**config.mk**
```make
export PLATFORM = sky130hd
export DESIGN_NAME = urm_regfile
export DESIGN_NICKNAME = d
export VERILOG_FILES = /design/src/hw/rtl/urm_pkg.sv /design/src/hw/rtl/urm_regfile.sv
export SDC_FILE = /design/constraint.sdc
export NUM_CORES = 1
export LEC_CHECK = 0
export ABC_AREA = 0
export BUFFER_PORTS_ARGS = -buffer_cell sky130_fd_sc_hd__buf_4
export CORE_AREA = 2 2 67 85
export CTS_CLUSTER_DIAMETER = 100
export DETAILED_ROUTE_END_ITERATION = 16
export DIE_AREA = 0 0 69 87
export GPL_TIMING_DRIVEN = 0
export HOLD_SLACK_MARGIN = 0.02
export PLACE_DENSITY = 0.66
export SETUP_SLACK_MARGIN = 0.3
export SLEW_MARGIN = 20
export SYNTH_ARGS = -nofsm -noshare
export SYNTH_HDL_FRONTEND = slang
export SYNTH_SLANG_ARGS = --single-unit
```
**constraint.sdc**
```tcl
create_clock -name clk -period 3.7 [get_ports clk]
set_input_delay 0.555 -clock clk [delete_from_list [all_inputs] [get_ports clk]]
set_output_delay 0.555 -clock clk [all_outputs]
set_load 0.1 [all_outputs]
```
**src/hw/rtl/urm_pkg.sv**
```systemverilog
package urm_pkg;

	typedef enum logic [1:0] {
		FUNC_READ   = 2'd0,
		FUNC_WRITE  = 2'd1,
		FUNC_NOTIFY = 2'd2
	} func_t;

	localparam logic [2:0] OFS_DATA = 3'd0;
	localparam logic [2:0] OFS_IER  = 3'd1;
	localparam logic [2:0] OFS_IIR  = 3'd2;
	localparam logic [2:0] OFS_LCR  = 3'd3;
	localparam logic [2:0] OFS_MCR  = 3'd4;
	localparam logic [2:0] OFS_LSR  = 3'd5;

	localparam logic [7:0] IER_RX_AVAIL = 8'h01;
	localparam logic [7:0] IER_THR_EMPTY = 8'h02;
	localparam logic [7:0] IIR_RX_DATA = 8'h04;
	localparam logic [7:0] IIR_THR_EMPTY = 8'h02;
	localparam logic [7:0] IIR_NONE = 8'h01;
	localparam logic [7:0] LSR_IDLE = 8'h60;
	localparam logic [7:0] LSR_DATA_READY = 8'h01;

	localparam logic [7:0] IER_RESET = 8'h00;
	localparam logic [7:0] LCR_RESET = 8'h03;
	localparam logic [7:0] MCR_RESET = 8'h00;
	localparam logic [7:0] DLL_RESET = 8'h01;
	localparam logic [7:0] DLM_RESET = 8'h00;

	localparam int LCR_DLAB_BIT = 7;

	typedef struct packed {
		func_t      func;
		logic [2:0] reg_offset;
		logic [7:0] write_data;
		logic       rx_valid;
		logic [7:0] rx_byte;
	} item_t;

	typedef struct packed {
		logic [7:0] read_data;
		logic       tx_valid;
		logic [7:0] tx_byte;
		logic       irq_pulse;
		logic       rx_pop;
	} result_t;

endpackage

```
**src/hw/rtl/urm_regfile.sv**
```systemverilog
module urm_regfile
	import urm_pkg::*;
(
	input  logic    clk,
	input  logic    arst_n,
	input  logic    advance,
	input  item_t   item,
	input  logic    irq_route_enable,
	output result_t result
);

	logic [7:0] ier_q;
	logic [7:0] lcr_q;
	logic [7:0] mcr_q;
	logic [7:0] dll_q;
	logic [7:0] dlm_q;

	logic       dlab;
	logic       want_irq;
	logic [7:0] rd;
	logic       pop;
	logic       txv;
	logic [7:0] txb;

	assign dlab = lcr_q[LCR_DLAB_BIT];

	always_comb begin
		rd = 8'h00;
		pop = 1'b0;
		txv = 1'b0;
		txb = 8'h00;
		want_irq = 1'b0;
		unique case (item.func)
			FUNC_READ: begin
				unique case (item.reg_offset)
					OFS_DATA: begin
						if (dlab) begin
							rd = dll_q;
						end else if (item.rx_valid) begin
							rd = item.rx_byte;
							pop = 1'b1;
						end
					end
					OFS_IER: rd = dlab ? dlm_q : ier_q;
					OFS_IIR: begin
						if (item.rx_valid && ((ier_q & IER_RX_AVAIL) != 8'h00)) begin
							rd = IIR_RX_DATA;
						end else if ((ier_q & IER_THR_EMPTY) != 8'h00) begin
							rd = IIR_THR_EMPTY;
						end else begin
							rd = IIR_NONE;
						end
					end
					OFS_LCR: rd = lcr_q;
					OFS_MCR: rd = mcr_q;
					OFS_LSR: rd = item.rx_valid ? (LSR_IDLE | LSR_DATA_READY) : LSR_IDLE;
					default: rd = 8'h00;
				endcase
			end
			FUNC_WRITE: begin
				if (item.reg_offset == OFS_DATA && !dlab) begin
					txv = 1'b1;
					txb = item.write_data;
					want_irq = (ier_q & IER_THR_EMPTY) != 8'h00;
				end else if (item.reg_offset == OFS_IER && !dlab) begin
					want_irq = (item.write_data & IER_THR_EMPTY) != 8'h00;
				end
			end
			FUNC_NOTIFY: want_irq = 1'b1;
			default: ;
		endcase
	end

	assign result.read_data = rd;
	assign result.tx_valid = txv;
	assign result.tx_byte = txb;
	assign result.irq_pulse = want_irq & irq_route_enable;
	assign result.rx_pop = pop;

	always_ff @(posedge clk or negedge arst_n) begin
		if (!arst_n) begin
			ier_q <= IER_RESET;
			lcr_q <= LCR_RESET;
			mcr_q <= MCR_RESET;
			dll_q <= DLL_RESET;
			dlm_q <= DLM_RESET;
		end else if (advance && item.func == FUNC_WRITE) begin
			unique case (item.reg_offset)
				OFS_DATA: if (dlab) dll_q <= item.write_data;
				OFS_IER: begin
					if (dlab) begin
						dlm_q <= item.write_data;
					end else begin
						ier_q <= item.write_data;
					end
				end
				OFS_LCR: lcr_q <= item.write_data;
				OFS_MCR: mcr_q <= item.write_data;
				default: ;
			endcase
		end
	end

endmodule

```
# After elaboration in Yosys (flattened, before gate mapping)
# Cells that the tools add are included.
# totals
elab_cells	45
in_bits	26
reg_bits	40
output_inout_bits	19
# classes
bitwise	2
n_mux	19
n_reduce_logical	12
n_eq_ne	7
# ops
operator	n
two-way mux 8 bit	6
case mux 8 bit (6 select lines)	1
two-way mux 1 bit	9
AND reduction 3 bit	3
equality test 3 x 2 -> 1 bit (second input constant)	2
equality test 3 bit (second input constant)	2
logical AND 1 bit	4
AND reduction 2 bit	2
equality test 3 x 1 -> 1 bit (second input constant)	1
logical NOT 3 bit	1
two-way mux 3 bit	1
equality test 2 x 1 -> 1 bit (second input constant)	1
equality test 2 bit (second input constant)	1
logical NOT 2 bit	1
two-way mux 2 bit	1
case mux 1 bit (2 select lines)	1
bitwise AND 1 bit	1
logical NOT 1 bit	1
NOT 1 bit	1

# Longest topological paths before layout
# logic_depth
ltp_word	6
ltp_mapped	6
depth_no_buf	5

# Worst setup path before layout
# OpenSTA, ideal clock, no wires.
# synth_timing
path_type	input -> output
from	input item[18] in the netlist's numbering
to	output result[12] in the netlist's numbering
cell_stages	5
arrival_time_ns	2.929
path_buffers	2
required_time_ns	3.145
setup_slack_ns	0.216
path_cell_list	buf_4 -> nor4_2 -> clkbuf_2 -> a32oi_1 -> a31oi_1
# synth_lines
item	line_no	text
start: declaration	urm_regfile.sv:7	input item_t item,
end: declaration	urm_regfile.sv:9	output result_t result

==> flow_metrics.py <==
metrics = {
    "outcome": {
        "status": "finished clean",
    },
    "logic_synthesis": {
        "yosysUniqueCellTypes": 46,
        "muxShareOfSynthArea_pct": 22.75,
        "synthTopCellsByCount": "37 x dfrtp_1, 32 x mux2_2, 16 x nand2_1, 13 x and3_1, 8 x mux2_4",
        "synth_flop_cell": "dfrtp_1",
        "synthAdderAreaFrac_pct": 1.637,
        "synth_top_family_by_area": "multiplexers",
        "yosysWarnings": 0,
        "syn_area_sq_mm": 0.002293,
        "synth_cells": 197,
        "synth-compound-area-share_pct": 11.84,
        "synth-xor-area-share_pct": 0,
        "synth_seq_area_share_pct": 43.81,
        "synth_nets": 226,
        "synth_top_area_share_pct": 40.37,
        "syn_avg_cell_area_sq_um": 11.64,
        "synthArstFlopShare_pct": 100.0,
        "yosysMostFrequentCell": "dfrtp_1",
        "synth.area.top_cells": "dfrtp_1 40%, mux2_2 16%, mux2_4 5.2%",
        "synth-simple-area-share_pct": 15.60,
        "synth_largest_area_cell": "dfrtp_1",
        "synth-edff-count": 0,
        "synth-seq-cells": 40,
    },
    "cts": {
        "cts_tree": "yes",
        "numCtsBuffers": 5,
        "cts_root_buffer": "clkbuf_8",
        "postCtsHoldBufs": 0,
        "path_clk_slew_ns": 0.08,
        "cts_resized": 0,
        "clockBufferDepth": 2,
        "clock_sinks": 40,
        "clk-insertion-delay-late_ns": 0.29,
        "htree_levels": 2,
        "post-cts-setup-buffers": 0,
    },
    "sta": {
        "rsz0062_at_grt": "false",
        "drv_slew": 0,
        "tightest_slew_ns": 0.5943,
        "hold_viol": 0,
        "clock_skew_ns": 0.007080,
        "fmax_mhz": 324.0,
        "relSlewSlack_pct": 60.05,
        "fin_crit_ns": 3.087,
        "setup_viol": 0,
        "min_period_over_period_pct": 83.42,
        "final.setup.tns_ns": 0,
    },
    "final_layout": {
        "nets": 275,
        "drive_gt1_share_pct": 46.96,
        "n_antenna_cell": 0,
        "multi_input_area_sq_mm": 0.001201,
        "nFillCells": 497,
        "area_growth_pct": 23.30,
        "register_area_sq_mm": 0.001005,
        "post_layout_nonfiller_instances": 311,
    },
    "detailed_routing": {
        "post_drt_wl_per_cell_um": 19.23,
        "firstDrtPassIters": 4,
        "num_vias": 1779,
        "viasPerCell": 5.720,
        "drc_errors": 0,
        "ant_nets": 0,
        "routed_wl_um": 5980,
        "drt_iter0_drc": 128,
    },
    "die": {
        "core_sq_mm": 0.005255,
        "die-width_um": 69,
        "die_h_um": 87,
        "fp-row-count": 30,
        "start_util_pct": 43.64,
        "dieArea_sq_mm": 0.006003,
        "ioPinCount": 45,
    },
    "global_routing": {
        "antenna_found_initial": 0,
        "grt_pass1_vias": 1812,
        "grt_pass1_wl_um": 9701,
        "grt_usage_pct": 20.93,
        "grt_max_degree": 41,
        "overflow": 0,
    },
    "power": {
        "peakVddDrop_mv": 0.2978,
        "p_per_area_mw_per_mm2": 420.2,
        "total_power_mw": 1.188,
        "p_leak_nw": 1.358,
    },
    "placement": {
        "place_inst": 303,
        "port_buffers": 42,
        "routabilityCongestion": 0.8283,
        "dp_hpwl_um": 4112,
    },
    "critical_path": {
        "timing.rr.end": "ier_q[6]",
        "ff2ff_setup_slack_ns": 1.88,
        "worstSetupPathType": "reg2out",
        "r2r_start": "lcr_q[7]",
        "worstPathRequired_ns": 3.14,
        "rr_worst_depth": 4,
        "cp-end-kind": "primary output",
        "worstPathMaxFanout": 10,
        "cp.arrival_ns": 2.53,
        "worstSetupStartpointType": "flop",
    },
    "hold_path": {
        "hp-class": "in2async",
    },
    "flow_run": {
        "maxCapViolations": 0,
    },
}
## metrics by stage
| step | utilization, % | hold slack (ns) | worst slack, ns | instance area (sq um) |
|---|---|---|---|---|
| after detailed placement | 51.40 | 0.4894 | 0.7568 | 2701 |
| after global placement | 51.40 | 0.4722 | 0.7582 | 2701 |
| after CTS | 53.81 | 0.2469 | 0.5806 | 2828 |
| after floorplan | - | 0.2594 | 0.3183 | 2306 |
| after global routing | 53.81 | 0.2654 | 0.4282 | 2828 |
| final | 53.81 | 0.2374 | 0.6135 | 2828 |
## routing by layer
metal | vias up | part of all wire, % | track usage [%]
met1 | 883 | 43 | 27.39
met4 | 0 | 2.6 | 8.913
li1 | 835 | - | -
met5 | - | 0 | 0
met2 | 51 | 50 | 34.44
met3 | 10 | 4.1 | 3.588
## cells by family after synthesis
group	after synthesis
buf+inv	18
simple gates	55
flops	40
fa+ha+maj	3
mux	44
compound gates	37
## report_power, final
part | switching [mW] | internal (mW) | total (mW) | leakage [nW]
Sequential | 0.0392 | 0.506 | 0.545 | 0.519
Combinational | 0.137 | 0.121 | 0.258 | 0.775
Clock | 0.147 | 0.238 | 0.385 | 0.0645
## worst max-delay path, cell delays in order, from the launching register on
cell and delay [ns]:
dfrtp_1 0.41, buf_4 0.19, nor4_2 0.56, clkbuf_2 0.38, a32oi_1 0.16, a31oi_2 0.22
buf_4 0.31
## sequential cells by signal (all words and copies together), names as in the netlist
name / cells
dll_q: 8
dlm_q: 8
ier_q: 8
lcr_q: 8
mcr_q: 8
## layout make-up
cell class                 count  share of cell area [%]
multi-input combinational    139                   42.48
clock buffer                   7                   3.407
clock inverter                 1                   1.062
buffer                        14                   3.009
timing repair buffer          42                   11.15
tap                           64                   2.832
sequential                    40                   35.53
inverter                       4                  0.5310
## cell usage in the layout, fill, tap and decap left out, types with 4 or more instances in the layout
master    instances
a221oi_1          4
and3_1           13
buf_2             4
buf_4            47
clkbuf_8          7
dfrtp_1          37
mux2_2           32
mux2_4            8
nand2_1          16
o21ai_0           6
o22ai_1           4
## worst max-delay path by stage
stage / to / slack, ns / from
final: result[12] / 0.61 / lcr_q[7]
after global routing: result[12] / 0.43 / lcr_q[7]
after CTS: result[12] / 0.58 / lcr_q[7]
after detailed placement: result[12] / 0.76 / item[19]
after global placement: result[12] / 0.76 / item[19]
after floorplan: result[11] / 0.32 / item[18]
Note: power is estimated with default switching activity, not from simulation.
